## src/rtl/ilir_pkg.sv

```systemverilog
package ilir_pkg;

  // Request commands
  localparam logic [1:0] CMD_GET    = 2'd0;
  localparam logic [1:0] CMD_SET    = 2'd1;
  localparam logic [1:0] CMD_INSERT = 2'd2;
  localparam logic [1:0] CMD_REMOVE = 2'd3;

  // Result status codes
  localparam logic [1:0] STATUS_OK    = 2'd0;
  localparam logic [1:0] STATUS_RANGE = 2'd1;
  localparam logic [1:0] STATUS_FULL  = 2'd2;

  // What one storage cell does in a cycle
  typedef enum logic [1:0] {
    CELL_HOLD,
    CELL_LOAD,
    CELL_SHIFT_UP,
    CELL_SHIFT_DOWN
  } cell_op_e;

endpackage

```

## src/rtl/ilir_cell.sv

```systemverilog
module ilir_cell #(
  parameter int DATA_WIDTH = 32
) (
  input  logic                          clk_i,
  input  ilir_pkg::cell_op_e            op_i,
  input  logic signed [DATA_WIDTH-1:0]  load_i,
  input  logic signed [DATA_WIDTH-1:0]  lower_i,
  input  logic signed [DATA_WIDTH-1:0]  upper_i,
  output logic signed [DATA_WIDTH-1:0]  data_o
);

  logic signed [DATA_WIDTH-1:0] data_q;
  logic signed [DATA_WIDTH-1:0] data_d;

  // Next word: keep, take the request word, or take a neighbor's word
  always_comb begin
    case (op_i)
      ilir_pkg::CELL_LOAD:       data_d = load_i;
      ilir_pkg::CELL_SHIFT_UP:   data_d = lower_i;
      ilir_pkg::CELL_SHIFT_DOWN: data_d = upper_i;
      default:                   data_d = data_q;
    endcase
  end

  // Payload storage, no reset
  always_ff @(posedge clk_i) begin
    data_q <= data_d;
  end

  assign data_o = data_q;

endmodule

```

## src/rtl/indexed_list_insert_remove_unit.sv

```systemverilog
// Ordered list of up to DEPTH signed words, held in a row of storage cells.
// Input channel: in_valid_i / in_stall_o carry cmd_i, position_i and value_i.
// Commands: get, set (returns old word), insert at position (later entries
// move up), remove at position (later entries move down, word returned).
// Output channel: out_valid_o / out_stall_i carry data_out_o, status_o and
// count_o, one result for every request.
// Result: registered, presented in the cycle after the input transfer.
// Throughput: one request per cycle while in_stall_o is low; every cell
// shifts in parallel, so the whole list moves in the cycle of the transfer.
// Stall: the output register holds its result while out_stall_i is high, and
// in_stall_o rises only while a held result is being stalled.
// Reset: the entry count clears to zero and no result is pending; the cell
// contents are not cleared, since no command reads past the count.
// Bad positions and inserts into a full list return an error status and
// leave the list unchanged.
module indexed_list_insert_remove_unit #(
  parameter int DEPTH      = 16,
  parameter int DATA_WIDTH = 32,
  localparam int PW        = $clog2(DEPTH + 1),
  localparam int IW        = $clog2(DEPTH)
) (
  input  logic                          clk_i,
  input  logic                          rst_ni,
  // request channel
  input  logic                          in_valid_i,
  output logic                          in_stall_o,
  input  logic [1:0]                    cmd_i,
  input  logic [PW-1:0]                 position_i,
  input  logic signed [DATA_WIDTH-1:0]  value_i,
  // result channel
  output logic                          out_valid_o,
  input  logic                          out_stall_i,
  output logic signed [DATA_WIDTH-1:0]  data_out_o,
  output logic [1:0]                    status_o,
  output logic [PW-1:0]                 count_o
);

  localparam logic [PW-1:0] FullCount = PW'(DEPTH);

  logic                          out_valid_q;
  logic                          out_valid_d;
  logic signed [DATA_WIDTH-1:0]  data_out_q;
  logic signed [DATA_WIDTH-1:0]  data_out_d;
  logic [1:0]                    status_q;
  logic [1:0]                    status_d;
  logic [PW-1:0]                 count_q;
  logic [PW-1:0]                 count_d;

  logic                          in_xfer;
  logic                          is_full;
  logic                          pos_ok;
  logic                          do_op;
  logic [1:0]                    req_status;
  logic signed [DATA_WIDTH-1:0]  rd_word;
  logic signed [DATA_WIDTH-1:0]  cell_data [DEPTH];

  // Handshake: accept while no held result is being stalled
  assign in_stall_o = out_valid_q && out_stall_i;
  assign in_xfer    = in_valid_i && !in_stall_o;

  // Position and capacity checks
  assign is_full = (count_q == FullCount);
  assign pos_ok  = (cmd_i == ilir_pkg::CMD_INSERT) ? (position_i <= count_q)
                                                   : (position_i < count_q);

  always_comb begin
    if (!pos_ok) begin
      req_status = ilir_pkg::STATUS_RANGE;
    end else if (cmd_i == ilir_pkg::CMD_INSERT && is_full) begin
      req_status = ilir_pkg::STATUS_FULL;
    end else begin
      req_status = ilir_pkg::STATUS_OK;
    end
  end

  assign do_op = in_xfer && (req_status == ilir_pkg::STATUS_OK);

  // Row of cells; each one decodes its own action from the request
  for (genvar i = 0; i < DEPTH; i++) begin : g_cell
    localparam logic [PW-1:0] CellIdx = PW'(i);
    ilir_pkg::cell_op_e            cell_op;
    logic signed [DATA_WIDTH-1:0]  lower;
    logic signed [DATA_WIDTH-1:0]  upper;

    if (i == 0) begin : g_first
      assign lower = cell_data[i];
    end else begin : g_lower
      assign lower = cell_data[i-1];
    end

    if (i == DEPTH - 1) begin : g_last
      assign upper = cell_data[i];
    end else begin : g_upper
      assign upper = cell_data[i+1];
    end

    always_comb begin
      cell_op = ilir_pkg::CELL_HOLD;
      if (do_op) begin
        case (cmd_i)
          ilir_pkg::CMD_SET: begin
            if (position_i == CellIdx) cell_op = ilir_pkg::CELL_LOAD;
          end
          ilir_pkg::CMD_INSERT: begin
            if (position_i == CellIdx) begin
              cell_op = ilir_pkg::CELL_LOAD;
            end else if (CellIdx > position_i) begin
              cell_op = ilir_pkg::CELL_SHIFT_UP;
            end
          end
          ilir_pkg::CMD_REMOVE: begin
            if (CellIdx >= position_i) cell_op = ilir_pkg::CELL_SHIFT_DOWN;
          end
          default: begin
            cell_op = ilir_pkg::CELL_HOLD;
          end
        endcase
      end
    end

    ilir_cell #(
      .DATA_WIDTH(DATA_WIDTH)
    ) u_cell (
      .clk_i  (clk_i),
      .op_i   (cell_op),
      .load_i (value_i),
      .lower_i(lower),
      .upper_i(upper),
      .data_o (cell_data[i])
    );
  end

  // Word at the requested position (only used when the position is valid)
  assign rd_word = cell_data[position_i[IW-1:0]];

  // Result and count update
  always_comb begin
    out_valid_d = out_valid_q && out_stall_i;
    data_out_d  = data_out_q;
    status_d    = status_q;
    count_d     = count_q;
    if (in_xfer) begin
      out_valid_d = 1'b1;
      status_d    = req_status;
      data_out_d  = '0;
      if (req_status == ilir_pkg::STATUS_OK) begin
        case (cmd_i)
          ilir_pkg::CMD_INSERT: count_d = count_q + 1'b1;
          ilir_pkg::CMD_REMOVE: begin
            count_d    = count_q - 1'b1;
            data_out_d = rd_word;
          end
          default: data_out_d = rd_word;
        endcase
      end
    end
  end

  // Control registers
  always_ff @(posedge clk_i or negedge rst_ni) begin
    if (!rst_ni) begin
      out_valid_q <= 1'b0;
      count_q     <= '0;
    end else begin
      out_valid_q <= out_valid_d;
      count_q     <= count_d;
    end
  end

  // Result payload
  always_ff @(posedge clk_i) begin
    data_out_q <= data_out_d;
    status_q   <= status_d;
  end

  assign out_valid_o = out_valid_q;
  assign data_out_o  = data_out_q;
  assign status_o    = status_q;
  assign count_o     = count_q;

`ifndef SYNTHESIS
  // Count never passes the capacity
  a_count_bound: assert property (@(posedge clk_i) disable iff (!rst_ni)
    count_q <= FullCount)
    else $error("entry count above capacity");

  // A good insert grows the list by one
  a_insert_grows: assert property (@(posedge clk_i) disable iff (!rst_ni)
    do_op && cmd_i == ilir_pkg::CMD_INSERT |=> count_q == $past(count_q) + 1'b1)
    else $error("insert did not grow the list");

  // A good remove shrinks the list by one
  a_remove_shrinks: assert property (@(posedge clk_i) disable iff (!rst_ni)
    do_op && cmd_i == ilir_pkg::CMD_REMOVE |=> count_q == $past(count_q) - 1'b1)
    else $error("remove did not shrink the list");

  // A full status is only reported with a full list
  a_full_status: assert property (@(posedge clk_i) disable iff (!rst_ni)
    out_valid_q && status_q == ilir_pkg::STATUS_FULL |-> count_q == FullCount)
    else $error("full status with room left");

  // A rejected request leaves the count alone
  a_reject_keeps: assert property (@(posedge clk_i) disable iff (!rst_ni)
    in_xfer && req_status != ilir_pkg::STATUS_OK |=> $stable(count_q))
    else $error("rejected request changed the count");
`endif

endmodule

```

## config.mk

```make
export PLATFORM = sky130hd
export DESIGN_NAME = indexed_list_insert_remove_unit
export DESIGN_NICKNAME = d
export VERILOG_FILES = /design/src/rtl/ilir_pkg.sv /design/src/rtl/ilir_cell.sv /design/src/rtl/indexed_list_insert_remove_unit.sv
export SDC_FILE = /design/constraint.sdc
export NUM_CORES = 1
export LEC_CHECK = 0
export BUFFER_PORTS_ARGS = -buffer_cell sky130_fd_sc_hd__buf_4
export CAP_MARGIN = 25
export CELL_PAD_IN_SITES_DETAIL_PLACEMENT = 0
export CELL_PAD_IN_SITES_GLOBAL_PLACEMENT = 1
export CORE_MARGIN = 1.5
export CORE_UTILIZATION = 52
export DETAILED_ROUTE_END_ITERATION = 7
export HOLD_SLACK_MARGIN = 0.06
export PLACE_DENSITY_LB_ADDON = 0.15
export SLEW_MARGIN = 20
export SYNTH_ARGS = -nofsm -noshare
export SYNTH_HDL_FRONTEND = slang
export SYNTH_HIERARCHICAL = 1
export SYNTH_SLANG_ARGS = --single-unit
```

## constraint.sdc

```tcl
create_clock -name clk_i -period 5.1 [get_ports clk_i]
set_input_delay 0.51 -clock clk_i [delete_from_list [all_inputs] [get_ports clk_i]]
set_output_delay 0.51 -clock clk_i [all_outputs]
set_load 0.05 [all_outputs]
```

Word level (Yosys, flattened, before mapping)
Index checks and enable logic that the tools add are counted.

$add $sub $neg: 2. Magnitude comparators: 35. Equality and inequality tests: 65. Multiplexer cells: 120. Bitwise gates (word level): 2. Reductions and logical operators: 26.

Operator list (count): $pmux W32 S3 (14); $mux W2 (66); $bmux W32 S4 (1); $pmux W32 S2 (2); $pmux W2 S3 (16); $eq A2 B2 Y1 const B (32); $mux W32 (2); $reduce_bool A3 Y1 (14); $eq A5 B4 Y1 const B (8); $ge A4 B5 Y1 const A (8); $gt A4 B5 Y1 const A (8); $eq A2 B1 Y1 const B (17); $eq A5 B3 Y1 const B (4); $ge A3 B5 Y1 const A (4); $gt A3 B5 Y1 const A (4); $mux W1 (18); $eq A5 B2 Y1 const B (2); $ge A1 B5 Y1 const A (2); $ge A2 B5 Y1 const A (2); $gt A1 B5 Y1 const A (2); $gt A2 B5 Y1 const A (2); $pmux W5 S2 (1); $reduce_bool A2 Y1 (3); $add A5 B1 Y5 const B (1); 14 further kinds (17).

Register bits after elaboration: 552. Bits of input ports: 43. Output and inout port bits: 41. Word-level logic and storage cells: 270.

Longest topological paths before layout
Gate-level depths: netlist (run 1).

Word-level depth: 9. Mapped depth: 14. Mapped depth without buffers: 9.

By module
Netlist (run 1), hierarchy kept.

By module, submodules not included: ilir_cell (instances 16, cells an instance 140, area each 1672.9 um^2, seq. area each 960.9 um^2); indexed_list_insert_remove_unit (instances 1, cells an instance 475, area each 5950.7 um^2, seq. area each 1171.1 um^2).

Worst setup path before layout (run 1)
No wires, ideal clock.

Path kind: flip-flop to flip-flop. Start point: register out_valid_q (netlist: out_valid_o). End point: register g_cell[1].u_cell.data_q[0], enable pin. Setup time: 0.375 ns. Data arrival time: 4.144 ns. Data required time: 4.725 ns. Path slack: 0.582 ns. Stages on the path, launching flop included: 9. Path buffers: 2. Period minus slack after synthesis: 4.518 ns. Cell sequence: dfrtp_1 > a21boi_1 > a21boi_2 > o211a_4 > nand2_2 > nor4_1 > buf_6 > buf_12 > or2_2.

Cells in the longest elaborated chain, start to end: 7. Elaborated cells between the ends (all ways): 9. Classes of those cells: eq/ne: 3; mux: 1; reduce/logical: 5.

Ends and longest elaborated chain: start: declaration (line indexed_list_insert_remove_unit.sv:40) `logic out_valid_q;`; start signal: assignment (line indexed_list_insert_remove_unit.sv:165) `out_valid_q <= out_valid_d;`; $logic_and A1 B1 Y1 (*) (line indexed_list_insert_remove_unit.sv:58) `assign in_stall_o = out_valid_q && out_stall_i;`; $logic_not A1 Y1 (*) (line indexed_list_insert_remove_unit.sv:59) `assign in_xfer = in_valid_i && !in_stall_o;`; $logic_and A1 B1 Y1 (*) (line indexed_list_insert_remove_unit.sv:59); named net in_xfer (line indexed_list_insert_remove_unit.sv:49) `logic in_xfer;`; $logic_and A1 B1 Y1 (*) (line indexed_list_insert_remove_unit.sv:76) `assign do_op = in_xfer && (req_status == ilir_pkg::STATUS_OK);`; $mux W2 (*) (line indexed_list_insert_remove_unit.sv:99) `if (do_op) begin`; named net g_cell[1].cell_op[0] (line indexed_list_insert_remove_unit.sv:81) `ilir_pkg::cell_op_e cell_op;`; $eq A2 B1 Y1 or $eq A2 B2 Y1 (tied branches) (line ilir_cell.sv:17) `case (op_i)`; $reduce_bool A3 Y1 (no line) (*); end signal: assignment (line ilir_cell.sv:27) `data_q <= data_d;`; end: declaration (line ilir_cell.sv:12) `logic signed [DATA_WIDTH-1:0] data_q;`.

Mark *: on every way through the listed nets, which the timed path passes. The rest lies on a longest branch. A chain may end at the register's enable or synchronous reset.

Final worst setup path (run 1)
Start point: register count_q[2] (netlist: count_o[2]). End point: register g_cell[13].u_cell.data_q[3], enable pin.

Cells in the longest elaborated chain, start to end: 9. Elaborated cells between the ends (all ways): 14. Classes of those cells: order compare: 2; eq/ne: 4; mux: 4; reduce/logical: 4.

Ends and longest elaborated chain: start: declaration (line indexed_list_insert_remove_unit.sv:46) `logic [PW-1:0] count_q;`; start signal: assignment (line indexed_list_insert_remove_unit.sv:166) `count_q <= count_d;`; branches (longest 3 deep; another with $lt A5 B5 Y1); $mux W2 (*) (line indexed_list_insert_remove_unit.sv:67) `if (!pos_ok) begin`; $logic_not A2 Y1 (*) (line indexed_list_insert_remove_unit.sv:76); $logic_and A1 B1 Y1 (*) (line indexed_list_insert_remove_unit.sv:76); $mux W2 (*) (line indexed_list_insert_remove_unit.sv:99); named net g_cell[13].cell_op[0] (line indexed_list_insert_remove_unit.sv:81); $eq A2 B1 Y1 or $eq A2 B2 Y1 (tied branches) (line ilir_cell.sv:17); $reduce_bool A3 Y1 (no line) (*); end signal: assignment (line ilir_cell.sv:27); end: declaration (line ilir_cell.sv:12).

Mark *: on every way through the listed nets, which the timed path passes.

==> results of run 1 <==
## metrics by stage
step,instances,power [µW]
2_1_floorplan,2715,6980
3_3_place_gp,3472,7660
3_5_place_dp,3473,7710
4_1_cts,3583,12000
5_1_grt,3584,12400
6_report,3584,12000
## routing by layer
metal	up-vias	track usage (%)	part of all wire, %
li1	10200	-	-
met3	202	4.30	6.4
met4	0	11.3	3.7
met2	935	50.8	49
met5	-	0	0
met1	11000	40.8	41
## final cells by class
type	instances	area, µm²	share of cell area, %
well taps	837	1050	2.96
multi-input cells	1918	14400	40.8
clock inverters	36	330	0.933
clock buffers	73	1570	4.44
repair buffers	157	1410	3.99
inverters	11	41.3	0.117
flip-flops and latches	552	16500	46.7
## registers in the layout, summed over array words and instances, names as in the netlist
| register | count |
|---|---|
| out_valid_o | 1 |
| count_o | 5 |
| status_o | 2 |
| data_out_o | 32 |
| g_cell.u_cell/data_o | 512 |
## worst max path at each step
| stage | end | depth (start not counted) | slack [ps] | from |
|---|---|---|---|---|
| 4_1_cts | g_cell[13].u_cell/data_o[0] | 10 | 1780 | count_o[2] |
| 2_1_floorplan | g_cell[1].u_cell/data_o[0] | 8 | 580 | out_valid_o |
| 5_1_grt | g_cell[13].u_cell/data_o[0] | 10 | 1600 | count_o[2] |
| 3_3_place_gp | g_cell[13].u_cell/data_o[1] | 10 | 1260 | position_i[1] |
| 3_5_place_dp | g_cell[13].u_cell/data_o[12] | 10 | 1230 | position_i[1] |
| 6_report | g_cell[13].u_cell/data_o[3] | 10 | 1780 | count_o[2] |
## worst register-to-register path, delay by kind of cell (launching register included)
family	cells	cell delay (ps)
buffers and inverters	3	540
DFF	1	450
AOI/OAI and AO/OA	3	570
adders and majority gates	1	290
and+or+nand+nor	3	1200
## synth_stat cells, types with 2 or more instances
library cell and n:
inv_1 11, xnor2_1 2, mux2i_1 512, xor2_1 2
nor2_1 540, a22oi_1 59, buf_2 70, nand3_1 2
buf_12 48, nor3b_1 2, buf_1 4, nor2b_1 5
buf_4 20, nand2_1 18, mux4_2 128, dfrtp_1 6
a22oi_2 5, ha_1 8, o21ai_0 8, and2_1 2
a31oi_1 5, o21bai_1 2, and3_1 3, a21oi_1 568
buf_6 23, or2_2 18, clkbuf_1 69, nor3_1 4
edfxtp_1 546, nand3b_1 2, nand3_2 2, nand4_1 2
## what timing repair did
action | 4_1_cts | 5_1_grt
hold buffers | 1 | 0
hold endpoints to repair | 6 | 0
buffers inserted | 0 | 0
## logic make-up (layout without fill, tap and decap cells)
group | after synthesis | count (layout)
AOI/OAI and AO/OA | 657 | 657
xor gates and xnor gates | 4 | 4
adders and majority gates | 9 | 9
buffers and inverters | 245 | 277
DFF | 552 | 552
muxes | 640 | 640
and+or+nand+nor | 608 | 608
## report_power, final
group,internal [µW],switching (µW)
Combinational,711,1360
Clock,2480,1850
Sequential,5370,200
Total,8550,3410
==> flow_summary.json, run 1 <==
{
  "status": "finished clean",
  "cts_buffer_depth": 3,
  "hold_viol": 0,
  "skew_ps": 20.3,
  "syn_nets": 2767,
  "drc": 0,
  "critPathMaxFanout": 17,
  "synthSimpleGateAreaFrac_pct": 7.44,
  "htree_levels": 2,
  "synth_area_per_cell_um2": 12.1,
  "drive_above_1_share_pct": 15.8,
  "ff2ff_setup_slack_ps": 1780,
  "clock-sinks": 552,
  "worst_pin_slew_ps": 1010,
  "dieArea_um2": 64400,
  "wl_um": 97800,
  "synth_top_area_cell": "edfxtp_1",
  "grt-ovfl-total": 0,
  "synth_area_leaders": "edfxtp_1 50%, mux2i_1 16%, mux4_2 8.8%",
  "cpPeakStageDelay_ps": 620,
  "yosysUniqueCellTypes": 51,
  "area_growth_pct": 8.20,
  "final_common_cell": "a21oi_1",
  "num-fill-cells": 5196,
  "tns_ps": 0,
  "critPathLaunchType": "flip-flop",
  "synthArstFlopShare_pct": 1.09,
  "rr_worst_depth": 10,
  "die_w_um": 254,
  "grt_antenna_before_repair": 1,
  "cp.required_ps": 5440,
  "core_um2": 61900,
  "crit_chain": "inv_1 > ha_1 > a21oi_1 > o21ai_0 > o22ai_1 > nand3b_1 > buf_4 > nor3_2 > or2_2 > buf_12",
  "synth-compound-area-share_pct": 10.8,
  "timing.fmax_ghz": 0.301,
  "min_path_type": "primary input to flip-flop",
  "antenna_left": 0,
  "syn_area_um2": 32700,
  "fin_hold_ws_ps": 91.4,
  "mostFrequentLayoutCells": "555 x a21oi_1, 546 x edfxtp_1, 527 x nor2_1",
  "rows": 91,
  "insertedDiodeCount": 0,
  "synth_seq_cells": 552,
  "synth_top_area_share_pct": 50.1,
  "wire_per_inst_um": 27.3,
  "grt_pass1_wl_um": 146000,
  "power_density_nw_per_um2": 338,
  "clkLatencyLatePin_ps": 640,
  "p_leak_uw": 0.0109,
  "worstHoldPathCells": 2,
  "period_minus_slack_ps": 3320,
  "synthMuxAreaShare_pct": 24.5,
  "fp.dieH_um": 254,
  "gp_congestion": 0.857,
  "ir_worst_vdd_mv": 0.294,
  "place_ws_ps": 1230,
  "initial_utilization_pct": 52.8,
  "synth_top_family_by_area": "multiplexers",
  "syn_inst": 2715,
  "min_period_over_period_pct": 65.2,
  "cts_tree": "yes",
  "synthAdderAreaFrac_pct": 0.367,
  "via_per_inst": 6.25,
  "drtPass1Iterations": 5,
  "cp-end-kind": "flip-flop",
  "critical_path.top_delay_family": "simple AND/OR/NAND/NOR gates",
  "ioPinCount": 84,
  "arrival_ps": 3660,
  "nets": 2752,
  "io_buffers": 83,
  "rr_endpoint": "g_cell[13].u_cell/data_o[3]",
  "regToRegStartpoint": "count_o[2]",
  "placed_cell_area_um2": 33500,
  "grt_max_degree": 106,
  "max_slew_margin_pct": 32.4,
  "cts-buffers-inserted": 60,
  "crit_buf_inv": 3,
  "drv_slew": 0,
  "hpwl_um": 63000,
  "drt_iter0_markers": 2194,
  "setup_viol": 0,
  "final_area_um2": 35400,
  "post-route-util_pct": 57.1,
  "clkTransAtPathRegs_ps": 60,
  "cpMaxStageDelayCell": "or2_2",
  "cts_root_buf": "clkbuf_16",
  "synth_edf_count": 546,
  "setup_slack_ps": 1780,
  "grt.total_usage_pct": 30.6,
  "grt_pass1_vias": 22100,
  "min_from": "in_valid_i",
  "worstSetupPathType": "flip-flop to flip-flop",
  "rsz0062_at_grt": "false",
  "yosys.area_share.xor_xnor_pct": 0.107,
  "holdPathEnd": "out_valid_o",
  "ys.flop_type": "edfxtp_1",
  "post_cts_resized": 0,
  "vias": 22400,
  "ys_seq_area_share_pct": 50.6,
  "ys_warn_count": 6,
  "timing.max_cap.violations": 0
}
Power figures use the tool's default switching activity.
==> run 2, diff against run 1 <==
- CORE_UTILIZATION: 52 -> 47
- clock period: 5.1 -> 2.7 ns (I/O delays scaled with it)
==> flow_summary.json, run 2 (synthesized netlist as in run 1, its figures left out) <==
{
  "status": "finished with violations",
  "violations": "negative setup slack",
  "skew_ps": 31.5,
  "rr_endpoint": "g_cell[8].u_cell/data_o[4]",
  "grt_pass1_wl_um": 157000,
  "cts-buffers-inserted": 67,
  "arrival_ps": 3080,
  "rsz0062_at_grt": "true",
  "cp-end-kind": "flip-flop",
  "ioPinCount": 84,
  "dieArea_um2": 71200,
  "worst_pin_slew_ps": 969,
  "cts_buffer_depth": 3,
  "cpPeakStageDelay_ps": 470,
  "final_common_cell": "edfxtp_1",
  "wl_um": 113000,
  "ir_worst_vdd_mv": 0.407,
  "cpMaxStageDelayCell": "or2_4",
  "core_um2": 68700,
  "cts_tree": "yes",
  "place_ws_ps": -180,
  "insertedDiodeCount": 0,
  "crit_buf_inv": 2,
  "num-fill-cells": 5635,
  "worstHoldPathCells": 3,
  "critPathMaxFanout": 16,
  "grt.total_usage_pct": 30.0,
  "grt_pass1_vias": 23000,
  "holdPathEnd": "g_cell[9].u_cell/data_o[23]",
  "initial_utilization_pct": 47.6,
  "mostFrequentLayoutCells": "546 x edfxtp_1, 535 x a21oi_1, 486 x nor2_1, 486 x mux2i_1, 185 x buf_4",
  "hpwl_um": 72500,
  "setup_viol": 525,
  "grt_max_degree": 63,
  "rows": 96,
  "cp.required_ps": 2950,
  "clock-sinks": 552,
  "nets": 2976,
  "worstSetupPathType": "flip-flop to flip-flop",
  "crit_chain": "ha_1 > nand3b_1 > or3b_4 > o211a_4 > buf_6 > nand3b_2 > buf_12 > a21oi_4 > or2_4",
  "drive_above_1_share_pct": 25.3,
  "gp_congestion": 0.873,
  "fin_hold_ws_ps": 143,
  "power_density_nw_per_um2": 616,
  "clkLatencyLatePin_ps": 610,
  "p_leak_uw": 0.0128,
  "htree_levels": 3,
  "cts_root_buf": "clkbuf_16",
  "wire_per_inst_um": 28.9,
  "critical_path.top_delay_family": "simple AND/OR/NAND/NOR gates",
  "max_slew_margin_pct": 34.7,
  "rr_worst_depth": 9,
  "min_from": "value_i[23]",
  "via_per_inst": 6.18,
  "io_buffers": 83,
  "critPathLaunchType": "flip-flop",
  "largest_reg_flops": 512,
  "antenna_left": 0,
  "period_minus_slack_ps": 2830,
  "hold_viol": 0,
  "min_period_over_period_pct": 105,
  "clkTransAtPathRegs_ps": 60,
  "grt_antenna_before_repair": 2,
  "ff2ff_setup_slack_ps": -130,
  "drc": 0,
  "drv_slew": 0,
  "timing.fmax_ghz": 0.353,
  "drtPass1Iterations": 5,
  "die_w_um": 267,
  "vias": 24100,
  "drt_iter0_markers": 2783,
  "timing.max_cap.violations": 0,
  "area_growth_pct": 22.4,
  "regToRegStartpoint": "count_o[0]",
  "fp.dieH_um": 267,
  "setup_slack_ps": -130,
  "min_path_type": "primary input to flip-flop",
  "grt-ovfl-total": 0
}
[run 2: worst reg2reg max path: stages, from the launching register on]
cell and delay [ps]:
dfrtp_1 380, ha_1 280, nand3b_1 160, or3b_4 300, o211a_4 190, buf_6 120, nand3b_2 100, buf_12 170
a21oi_4 310, or2_4 470
[run 2: how the worst max path moves through the flow]
| stage | start | endpoint | slack [ps] | depth (start not counted) |
|---|---|---|---|---|
| after floorplan | out_valid_o | g_cell[1].u_cell/data_o[0] | -330 | 8 |
| after global placement | count_o[4] | g_cell[13].u_cell/data_o[1] | -160 | 12 |
| after detailed placement | count_o[4] | g_cell[13].u_cell/data_o[3] | -180 | 12 |
| after CTS | count_o[1] | g_cell[0].u_cell/data_o[8] | -10 | 11 |
| after global routing | count_o[4] | g_cell[9].u_cell/data_o[7] | -190 | 13 |
| final | count_o[0] | g_cell[8].u_cell/data_o[4] | -130 | 9 |
[run 2: report_power, final]
| part | internal (µW) | leakage [µW] | switching, µW |
|---|---|---|---|
| sequential | 10100 | 0.00503 | 355 |
| combinational | 2010 | 0.00668 | 2990 |
| clock | 5520 | 0.00107 | 3650 |
[run 2: metal layers]
| metal | global-route usage [%] | part of all wire [%] | vias up | wire length (µm) |
|---|---|---|---|---|
| met3 | 4.56 | 7.8 | 251 | 8770 |
| met4 | 10.4 | 3.6 | 2 | 4080 |
| met1 | 40.6 | 41 | 12000 | 46200 |
| met2 | 49.4 | 48 | 1213 | 53800 |
| met5 | 0 | 0.015 | - | 17 |
| li1 | - | - | 10700 | - |
[run 2: area by class of cell]
cell class	count	area [µm²]	share of cell area, %
multi-input cells	1919	15100	37.6
inverters	11	41.3	0.103
repair buffers	373	5060	12.6
flip-flops and latches	552	16500	41.3
clock inverters	35	358	0.894
well taps	931	1160	2.91
clock buffers	82	1820	4.54
[run 2: stage by stage]
stage	TNS [ps]	cell area (µm²)	cells	power, µW	util (%)
CTS	-19.9	38300	3843	24400	55.7
finish	-29540	40000	3903	24700	58.3
detailed placement	-48190	36000	3720	15200	52.4
floorplan	-191280	32900	2715	13200	-
global route	-87680	40000	3903	25400	58.3
global placement	-41670	36000	3720	15100	52.4
[run 2: timing repair]
action,in CTS,in global routing
pin swaps,3,114
gates resized for setup,5,174
hold endpoints to repair,7,0
endpoints found under the setup margin,525,995
buffers inserted,1,32
hold buffers,4,0
cloned,1,31
